**src/rtl/dsfd_pkg.sv**
```systemverilog
`default_nettype none

package dsfd_pkg;

  localparam int HdrLen = 10;
  localparam int CrcLen = 8;
  localparam int BlockLen = 16;
  localparam int BlockBits = $clog2(BlockLen);

  localparam logic [7:0] SYNC_A = 8'h05;
  localparam logic [7:0] SYNC_B = 8'h64;
  localparam logic [7:0] MIN_LEN = 8'd5;
  localparam logic [15:0] CRC_POLY = 16'hA6BC;

  typedef logic [15:0] crc_table_t [256];

  function automatic crc_table_t build_crc_table();
    crc_table_t t;
    logic [15:0] c;
    for (int i = 0; i < 256; i++) begin
      c = 16'(i);
      for (int b = 0; b < 8; b++) begin
        if (c[0]) begin
          c = (c >> 1) ^ CRC_POLY;
        end else begin
          c = c >> 1;
        end
      end
      t[i] = c;
    end
    return t;
  endfunction

  localparam crc_table_t CRC_TABLE = build_crc_table();

  // Byte k of the header sits at bits [8k+7:8k].
  function automatic logic [15:0] crc_dnp_hdr(input logic [8*CrcLen-1:0] bytes);
    logic [15:0] c;
    logic [7:0] idx;
    c = '0;
    for (int k = 0; k < CrcLen; k++) begin
      idx = c[7:0] ^ bytes[8*k +: 8];
      c = (c >> 8) ^ CRC_TABLE[idx];
    end
    return ~c;
  endfunction

endpackage

`default_nettype wire

```
**src/rtl/dnp3_serial_frame_delineator_core.sv**
```systemverilog
// DNP3 serial link frame delineator.
// Raw serial bytes enter on the input channel (in_valid, in_stall, in_byte) one word at a
// time. The block hunts for a ten-byte link header that starts with 0x05 0x64, has a length
// of at least five and carries a matching CRC-16/DNP; windows that fail slide forward.
// Delineated frame bytes leave on the output channel (out_valid, out_stall, out_byte,
// frame_first, frame_last); frame_first marks the first sync byte and frame_last the final
// byte of each frame.
// Throughput is one word per cycle on both channels while in_stall and out_stall are low. A
// byte inside a frame is registered into the output word, or into the skid word if the output
// is stalled. When a header completes, burst_active is set and the ten header bytes are then
// replayed from the window through the output register; in_stall stays high for that burst.
// The output register is backed by one skid word, so a stalled result does not block the
// input until the skid word is also occupied; in_stall then stays high until the receiver
// takes a word. The header CRC is kept in a register that follows the window.
// A synchronous reset drops any partial window, any frame in progress and any queued words.

`default_nettype none

module dnp3_serial_frame_delineator_core import dsfd_pkg::*; (
  input  logic       clk,
  input  logic       rst,
  input  logic       in_valid,
  output logic       in_stall,
  input  logic [7:0] in_byte,
  output logic       out_valid,
  input  logic       out_stall,
  output logic [7:0] out_byte,
  output logic       frame_first,
  output logic       frame_last
);

  typedef struct packed {
    logic [7:0] data;
    logic       first;
    logic       last;
  } word_t;

  logic [7:0]  window [HdrLen];
  logic [7:0]  window_next [HdrLen];
  logic [7:0]  cand [HdrLen];
  logic [3:0]  fill;
  logic [3:0]  fill_next;
  logic        in_frame;
  logic        in_frame_next;
  logic [8:0]  bytes_remaining;
  logic [8:0]  bytes_remaining_next;
  logic [15:0] crc;
  logic [8*CrcLen-1:0] crc_bytes;
  logic        burst_active;
  logic [3:0]  burst_idx;
  logic        burst_last;
  logic        burst_start;
  logic        skid_valid;
  logic        skid_valid_next;
  logic        out_valid_next;
  word_t       skid_word;
  word_t       out_word;
  word_t       push_word;
  logic        push;
  logic        accept;
  logic        taken;
  logic        header_ok;
  logic [7:0]  data_len;
  logic [8:0]  data_sum;
  logic [4:0]  blocks;
  logic [8:0]  new_rem;
  logic        found;
  logic [3:0]  shift;
  logic [4:0]  src;

  assign in_stall = skid_valid || burst_active;
  assign accept = in_valid && !in_stall;
  assign taken = out_valid && !out_stall;

  assign out_byte = out_word.data;
  assign frame_first = out_word.first;
  assign frame_last = out_word.last;

  always_comb begin
    for (int k = 0; k < CrcLen; k++) begin
      crc_bytes[8*k +: 8] = window[k];
    end
    for (int k = 0; k < HdrLen - 1; k++) begin
      cand[k] = window[k];
    end
    cand[HdrLen-1] = in_byte;
  end

  assign header_ok = (window[2] >= MIN_LEN) && (crc == {in_byte, window[HdrLen-2]});
  assign data_len = window[2] - MIN_LEN;
  assign data_sum = {1'b0, data_len} + 9'(BlockLen - 1);
  assign blocks = 5'(data_sum >> BlockBits);
  assign new_rem = {1'b0, data_len} + {3'b000, blocks, 1'b0};

  // The oldest two bytes were 0x05 0x64, so the next possible header starts at byte two or later.
  always_comb begin
    found = 1'b0;
    shift = '0;
    if (cand[HdrLen-1] == SYNC_A) begin
      found = 1'b1;
      shift = 4'(HdrLen - 1);
    end
    for (int j = HdrLen - 2; j >= 2; j--) begin
      if (cand[j] == SYNC_A && cand[j+1] == SYNC_B) begin
        found = 1'b1;
        shift = 4'(j);
      end
    end
  end

  always_comb begin
    src = '0;
    window_next = window;
    fill_next = fill;
    in_frame_next = in_frame;
    bytes_remaining_next = bytes_remaining;
    burst_start = 1'b0;
    push = 1'b0;
    push_word = '0;
    if (accept) begin
      if (in_frame) begin
        push = 1'b1;
        push_word.data = in_byte;
        push_word.last = (bytes_remaining == 9'd1);
        bytes_remaining_next = bytes_remaining - 9'd1;
        if (bytes_remaining == 9'd1) begin
          in_frame_next = 1'b0;
          fill_next = '0;
        end
      end else begin
        case (fill) inside
          4'd0: begin
            window_next[0] = in_byte;
            fill_next = (in_byte == SYNC_A) ? 4'd1 : 4'd0;
          end
          4'd1: begin
            if (in_byte == SYNC_B) begin
              window_next[1] = in_byte;
              fill_next = 4'd2;
            end else if (in_byte == SYNC_A) begin
              window_next[0] = in_byte;
              fill_next = 4'd1;
            end else begin
              fill_next = 4'd0;
            end
          end
          [4'd2:4'(HdrLen - 2)]: begin
            window_next[fill] = in_byte;
            fill_next = fill + 4'd1;
          end
          4'(HdrLen - 1): begin
            if (header_ok) begin
              window_next[HdrLen-1] = in_byte;
              fill_next = '0;
              burst_start = 1'b1;
              bytes_remaining_next = new_rem;
              in_frame_next = (new_rem != 9'd0);
            end else begin
              for (int k = 0; k < HdrLen - 2; k++) begin
                src = 5'(k) + {1'b0, shift};
                if (src < 5'(HdrLen)) begin
                  window_next[k] = cand[src[3:0]];
                end
              end
              fill_next = found ? 4'(HdrLen) - shift : 4'd0;
            end
          end
          default: begin
            fill_next = '0;
          end
        endcase
      end
    end else if (burst_active && !skid_valid) begin
      push = 1'b1;
      push_word.data = window[burst_idx];
      push_word.first = (burst_idx == 4'd0);
      push_word.last = (burst_idx == 4'(HdrLen - 1)) && burst_last;
    end
  end

  always_comb begin
    if (skid_valid) begin
      out_valid_next = 1'b1;
      skid_valid_next = !taken;
    end else begin
      out_valid_next = push || (out_valid && !taken);
      skid_valid_next = push && out_valid && !taken;
    end
  end

  always_ff @(posedge clk) begin
    if (rst) begin
      fill <= '0;
      in_frame <= 1'b0;
      bytes_remaining <= '0;
      burst_active <= 1'b0;
      burst_idx <= '0;
      skid_valid <= 1'b0;
      out_valid <= 1'b0;
    end else begin
      fill <= fill_next;
      in_frame <= in_frame_next;
      bytes_remaining <= bytes_remaining_next;
      skid_valid <= skid_valid_next;
      out_valid <= out_valid_next;
      if (burst_start) begin
        burst_active <= 1'b1;
        burst_idx <= '0;
      end else if (burst_active && !skid_valid) begin
        if (burst_idx == 4'(HdrLen - 1)) begin
          burst_active <= 1'b0;
        end else begin
          burst_idx <= burst_idx + 4'd1;
        end
      end
    end
  end

  always_ff @(posedge clk) begin
    window <= window_next;
    crc <= crc_dnp_hdr(crc_bytes);
    if (burst_start) begin
      burst_last <= (new_rem == 9'd0);
    end
    if (skid_valid) begin
      if (taken) begin
        out_word <= skid_word;
      end
    end else if (push) begin
      if (!out_valid || taken) begin
        out_word <= push_word;
      end else begin
        skid_word <= push_word;
      end
    end
  end

endmodule

`default_nettype wire

```
**config.mk**
```make
export PLATFORM = sky130hd
export DESIGN_NAME = dnp3_serial_frame_delineator_core
export DESIGN_NICKNAME = d
export VERILOG_FILES = /design/src/rtl/dsfd_pkg.sv /design/src/rtl/dnp3_serial_frame_delineator_core.sv
export SDC_FILE = /design/constraint.sdc
export NUM_CORES = 1
export LEC_CHECK = 0
export BUFFER_PORTS_ARGS = -buffer_cell sky130_fd_sc_hd__buf_2
export CAP_MARGIN = 40
export CORE_MARGIN = 2
export CORE_UTILIZATION = 50
export DETAILED_ROUTE_END_ITERATION = 8
export PLACE_DENSITY_LB_ADDON = 0.2
export SLEW_MARGIN = 25
export SYNTH_ARGS = -nofsm -noshare
export SYNTH_HDL_FRONTEND = slang
export SYNTH_SLANG_ARGS = --single-unit
```
**constraint.sdc**
```tcl
create_clock -name clk -period 6.25 [get_ports clk]
set_input_delay 0 -clock clk [delete_from_list [all_inputs] [get_ports clk]]
set_output_delay 0 -clock clk [all_outputs]
set_load 0.02 [all_outputs]
```
==> run metrics, run 1 <==
Worst Path Required=6.57 ns; Wirelength per Cell=roughly 26 um; Die X=179 um; crit path cell chain=buf_4, xnor2_1, xnor3_2, xnor3_4, xor3_1, xnor3_1, xnor3_1, xnor3_1, xnor3_1, xnor2_2, xor3_2, xnor3_2, xnor2_4, xnor3_1; commonest non-fill, non-tap cell in the layout=xnor2_1; Top Usage Layer GRT=met2; synthesis-to-layout area growth=13.9%; Syn. warnings=0; Core Box Area=0.0304 mm2; DRT Wirelength=51.4 mm; most frequent cells in the layout=xnor2_1, nand2_1, buf_4; Clock Tree Root=clkbuf_16; minimum clock period=around 6.1 ns; die height=179 um; maxcap violations=0; worst hold stages=5; Num CTS Buffers=17; Critical-path top delay cell=xnor3_4; share of cells above drive strength 1=between 10% and 20%; Detail Placement HPWL=~39 mm; worst-path maximum fanout=5; Antenna Violating Nets Remaining=0; TritonCTS clock tree=built; placed cell count=1929; GR Util met1=44.0%; top_reg_cell synth=edfxtp_1; worst r2r src=cand[74]; initial drt markers=1690; dominant cells by area after synthesis=edfxtp_1, xnor3_1, xnor2_1; initial antenna violation count=1; # rows=64; first-pass GRT wire length=76.3 mm; period utilization=97.7%; CP Class=flip-flop to flip-flop; Fin Clk Skew=0.0139 ns; clk sinks=between 100 and 150; Via Count=~13000; largest net degree at the start of global routing=60; Post-synth ARST share=0%; max incr delay on CP=0.58 ns; total die area=0.0322 mm2; setup ws final=roughly 0.15 ns; post-synthesis sequential area ratio=24.5%; TritonRoute pass-1 iters=9; Post-synth EDFFs=~100; max-slew violation count=0; crit path launch type=flip-flop; IO Pins=24; status=completed; Total GRT Usage=a little under a third; post-synth top area share=19.7%; H-tree levels=4; Yosys cell types=72; Least-Margin Pin Slew=around 0.94 ns; worst hold path class=input pin to flip-flop; starting density of the core=50.6%; post-synth top area cell=edfxtp_1; Placer Congestion=1.06; Layout Nets=roughly 1600; input/output buffers=23; DRC Markers=0; Via-to-Cell Ratio=6.30; gr ovfl total=0; Final Hold Viols=0; Worst path most repeated cell=xnor3_1; met2 Resource Use GR=46.5%; #FFs+latches synth=roughly 140; R2R Path End=crc[7]; syn nets=1546; M3 GR Usage=8.16%; Place WS=-0.0343 ns; Min-Delay Endpoint=bytes_remaining[2]; fmax=164 MHz; number of global-route vias before repair=11935; CP endpoint kind=flip-flop; Final Setup Violations=0; synthesized instance count=1505; r2r setup slk=0.15 ns; Rel. slew slack=36.9%; post-synthesis area per instance=10.2 um2; worst min-delay path startpoint=in_valid; reg2reg path depth=14; Arr. time, crit path=6.43 ns; Syn Std Cell Area=around 0.015 mm2; fin cells=1992; CTS max path bufs=2; worst skew pair latency=0.44 ns; CTS clk-pin slew, worst paths=about 0.070 ns
[cell usage after synthesis (4+ instances only)]
cell / instances
a211oi_1: 6
a21o_1: 6
a21oi_1: 105
a221oi_1: 21
a222oi_1: 6
a22o_1: 24
a22oi_1: 9
a31oi_1: 17
and2_1: 12
and3_1: 11
and3b_1: 5
buf_1: 18
buf_2: 5
buf_4: 4
clkbuf_1: 62
dfxtp_1: 37
edfxtp_1: 101
ha_1: 28
inv_1: 36
mux2_2: 16
mux2i_1: 98
mux4_2: 16
nand2_1: 133
nand2b_1: 9
nand3_1: 24
nand3b_1: 8
nand4_1: 7
nand4b_1: 5
nor2_1: 104
nor2b_1: 14
nor3_1: 13
nor4_1: 12
o21ai_0: 85
o21bai_1: 4
o22ai_1: 6
xnor2_1: 160
xnor2_2: 10
xnor2_4: 6
xnor3_1: 102
xnor3_2: 11
xor2_1: 79
xor2_2: 5
xor3_1: 11
[state kept, by name, indices dropped and copies added, names as in the netlist]
register         flops
burst_last           1
out_byte             8
burst_active         1
burst_idx            4
frame_first          1
crc                 16
cand                72
frame_last           1
window               8
skid_valid           1
fill                 4
bytes_remaining      9
skid_word           10
out_valid            1
in_frame             1
[metal layers]
metal  share of wire [%]  wire [um]  up-vias
li1                    -          -     5595
met1                  42      21500     6017
met2                  43      22300      794
met3                  11       5840      139
met4                 3.5       1820        0
met5                   0          0        -
[per-stage QoR]
step / utilization (%) / TNS (ns) / instance area [um2] / hold slack (ns)
global placement: 53.8 / 0 / 16400 / 0.337
CTS: 56.0 / 0 / 17000 / 0.0142
detailed placement: 53.9 / -0.0776 / 16400 / 0.352
floorplan: - / 0 / 15400 / 0.0989
finish: 57.6 / 0 / 17500 / 0.0186
global route: 57.6 / -0.0689 / 17500 / 0.0355
[kinds of logic after synthesis]
| group | count (synthesis) | synth area share, % |
|---|---|---|
| flops | 138 | 24.5 |
| compound gates | 318 | 12.9 |
| fa+ha+maj | 29 | 2.41 |
| buf+inv | 129 | 3.28 |
| simple gates | 370 | 11.2 |
| xor+xnor | 391 | 35.8 |
| mux | 130 | 9.89 |
[critical path, delay by kind of cell (launching register included)]
kind	cells	cell delay, ns
xor+xnor	13	5.33
flops	1	0.47
buf+inv	1	0.19
[area by class of cell]
cell class / instances / area (um2)
diodes: 1 / 2.50
clock buffers: 17 / 425
clock inverters: 15 / 150
fillers: 2590 / 12900
inverters: 40 / 150
multi-input cells: 1238 / 11400
flip-flops and latches: 138 / 3770
well taps: 396 / 495
repair buffers: 147 / 1090
[worst max-delay path by stage]
stage | depth (start not counted) | from | to
after floorplan | 15 | cand[77] | crc[3]
after global placement | 15 | cand[72] | crc[3]
after detailed placement | 15 | cand[72] | crc[3]
after CTS | 15 | cand[77] | crc[8]
after global routing | 14 | cand[79] | crc[7]
final | 14 | cand[74] | crc[7]
[repair_timing]
| item | CTS | global route |
|---|---|---|
| gates resized for setup | 3 | 47 |
| hold buffers | 3 | 0 |
| pin swaps | 0 | 22 |
| buffers inserted | 1 | 22 |
| hold endpoints to repair | 17 | 0 |
| setup endpoints to repair | 7 | 14 |
Power of run 1 is left out: the tool's default activity adds up to more than one toggle a clock period on the data nets, which glitch-free logic cannot reach.
==> run 2: changes to the inputs <==
- CELL_PAD_IN_SITES_DETAIL_PLACEMENT: not set -> 1
- CELL_PAD_IN_SITES_GLOBAL_PLACEMENT: not set -> 2
- CORE_UTILIZATION: 50 -> 39
- CTS_CLUSTER_SIZE: not set -> 30
==> run metrics, run 2 (synthesized netlist as in run 1, its figures left out) <==
initial antenna violation count=1 (unchanged); crit-path leading delay family=XOR/XNOR gates; total die area=0.0411 mm2 (+28%); Critical-path top delay cell=xnor3_2; die height=203 um (+13%); worst skew pair latency=0.46 ns (+0.02 ns); placed cell count=2058 (+6.7%); input/output buffers=23 (unchanged); max reg flops=72 (unchanged); Total GRT Usage=29.1% (-2.1 points); worst hold stages=1 (-4); Min-Delay Endpoint=cand[8]; fmax=164 MHz (-0.14%); H-tree levels=4 (unchanged); number of global-route vias before repair=12742 (+6.8%); clk sinks=138 (unchanged); CP Class=flip-flop to flip-flop; gr ovfl total=0 (unchanged); final instance area=0.0175 mm2 (about the same); maxcap violations=0 (unchanged); Core Box Area=0.0388 mm2 (+28%); period utilization=97.8% (+0.14 points); Fin Clk Skew=0.0114 ns (-0.00248 ns); status=completed; Layout Nets=1621 (-0.12%); crit path launch type=flip-flop; Final Setup Violations=0 (unchanged); worst r2r src=cand[76]; CP endpoint kind=flip-flop; Wirelength per Cell=27.9 um (+8.1%); fin cells=2112 (+6.0%); Via-to-Cell Ratio=5.85 (-7.2%); Antenna Violating Nets Remaining=0 (unchanged); DRT Wirelength=58.9 mm (+15%); CTS clk-pin slew, worst paths=0.07 ns (about the same); Buf+Inv Stages, Crit Path=3 (+2); largest net degree at the start of global routing=60 (unchanged); r2r setup slk=0.14 ns (about the same); worst-path maximum fanout=6 (+1); Rel. slew slack=45.7% (+8.8 points); CTS max path bufs=2 (unchanged); max incr delay on CP=0.49 ns (-0.09 ns); worst hold path class=input pin to flip-flop; R2R Path End=crc[3]; DRC Markers=0 (unchanged); most frequent cells in the layout=xnor2_1, nand2_1, buf_4; Worst path most repeated cell=xnor3_2; Detail Placement HPWL=46.3 mm (+19%); # rows=72 (+13%); Worst Path Required=6.59 ns (+0.02 ns); max-slew violation count=0 (unchanged); Via Count=12345 (-1.6%); Arr. time, crit path=6.45 ns (+0.02 ns); crit path cell chain=buf_4, xnor2_2, xor2_1, buf_4, xnor3_2, buf_4, xnor3_1, xnor3_1, xnor3_2, xnor3_2, xnor3_1, xnor2_2, xor2_1, xnor3_2, xnor3_2, xor3_1, xor3_1; minimum clock period=6.11 ns (+0.00881 ns); share of cells above drive strength 1=18.2% (-1.0 points); TritonRoute pass-1 iters=5 (-4); reg2reg path depth=17 (+3); commonest non-fill, non-tap cell in the layout=xnor2_1; Die X=203 um (+13%); Clock Tree Root=clkbuf_16; Placer Congestion=0.936 (-11%); Hold Slack=0.0585 ns (+0.0399 ns); Num CTS Buffers=17 (unchanged); first-pass GRT wire length=86.5 mm (+13%); TritonCTS clock tree=built; IO Pins=24 (unchanged); synthesis-to-layout area growth=14.0% (about the same); RSZ-0062 raised after global routing=yes; Final Hold Viols=0 (unchanged); Least-Margin Pin Slew=0.812 ns (-0.126 ns); worst min-delay path startpoint=in_byte[0]; starting density of the core=39.6% (-11 points); initial drt markers=1055 (-38%); dpl cell area=0.0166 mm2 (+1.1%)
## run 2: area by class of cell
cell class | count | area (um2)
clock inverter | 14 | 163
inverter | 40 | 150
fill | 4281 | 21300
tap | 518 | 648
sequential | 138 | 3770
antenna | 1 | 2.50
clock buffer | 18 | 429
timing repair buffer | 145 | 1040
multi-input combinational | 1238 | 11300
## run 2: worst max path at each step
stage	startpoint	to	slack (ns)	cells after the start
2_1_floorplan	cand[77]	crc[3]	0.08	15
3_3_place_gp	cand[79]	crc[3]	0.04	15
3_5_place_dp	cand[76]	crc[5]	-0.12	16
4_1_cts	cand[78]	crc[5]	0.008	16
5_1_grt	cand[76]	crc[3]	-0.09	17
6_report	cand[76]	crc[3]	0.14	17
## run 2: repair_timing
item	4_1_cts	5_1_grt
hold endpoints to repair	15	0
setup buffers	4	13
pin swaps	4	11
endpoints found under the setup margin	10	12
resized for setup	9	28
hold buffers	4	0
## run 2: metal layers
metal	vias up	wire (um)	track usage, %
li1	5600	-	-
met1	6220	26000	39.4
met2	432	26700	45.7
met3	93	4330	7.06
met4	0	1850	9.75
met5	-	0	0
## run 2: through the flow
stage | TNS (ns) | utilization [%] | setup slack [ns]
4_1_cts | 0 | 44.5 | 0.00806
5_1_grt | -0.375 | 45.2 | -0.0862
3_3_place_gp | 0 | 42.6 | 0.0403
6_report | 0 | 45.2 | 0.136
2_1_floorplan | 0 | - | 0.0825
3_5_place_dp | -0.606 | 42.7 | -0.120
## run 2: worst register-to-register path: cells and delay by family, from the launching register on
kind                      cells  cell delay (ns)
buffers and inverters         3             0.58
xor gates and xnor gates     14             4.94
DFF                           1             0.47
Power of run 2 is left out for the same reason.
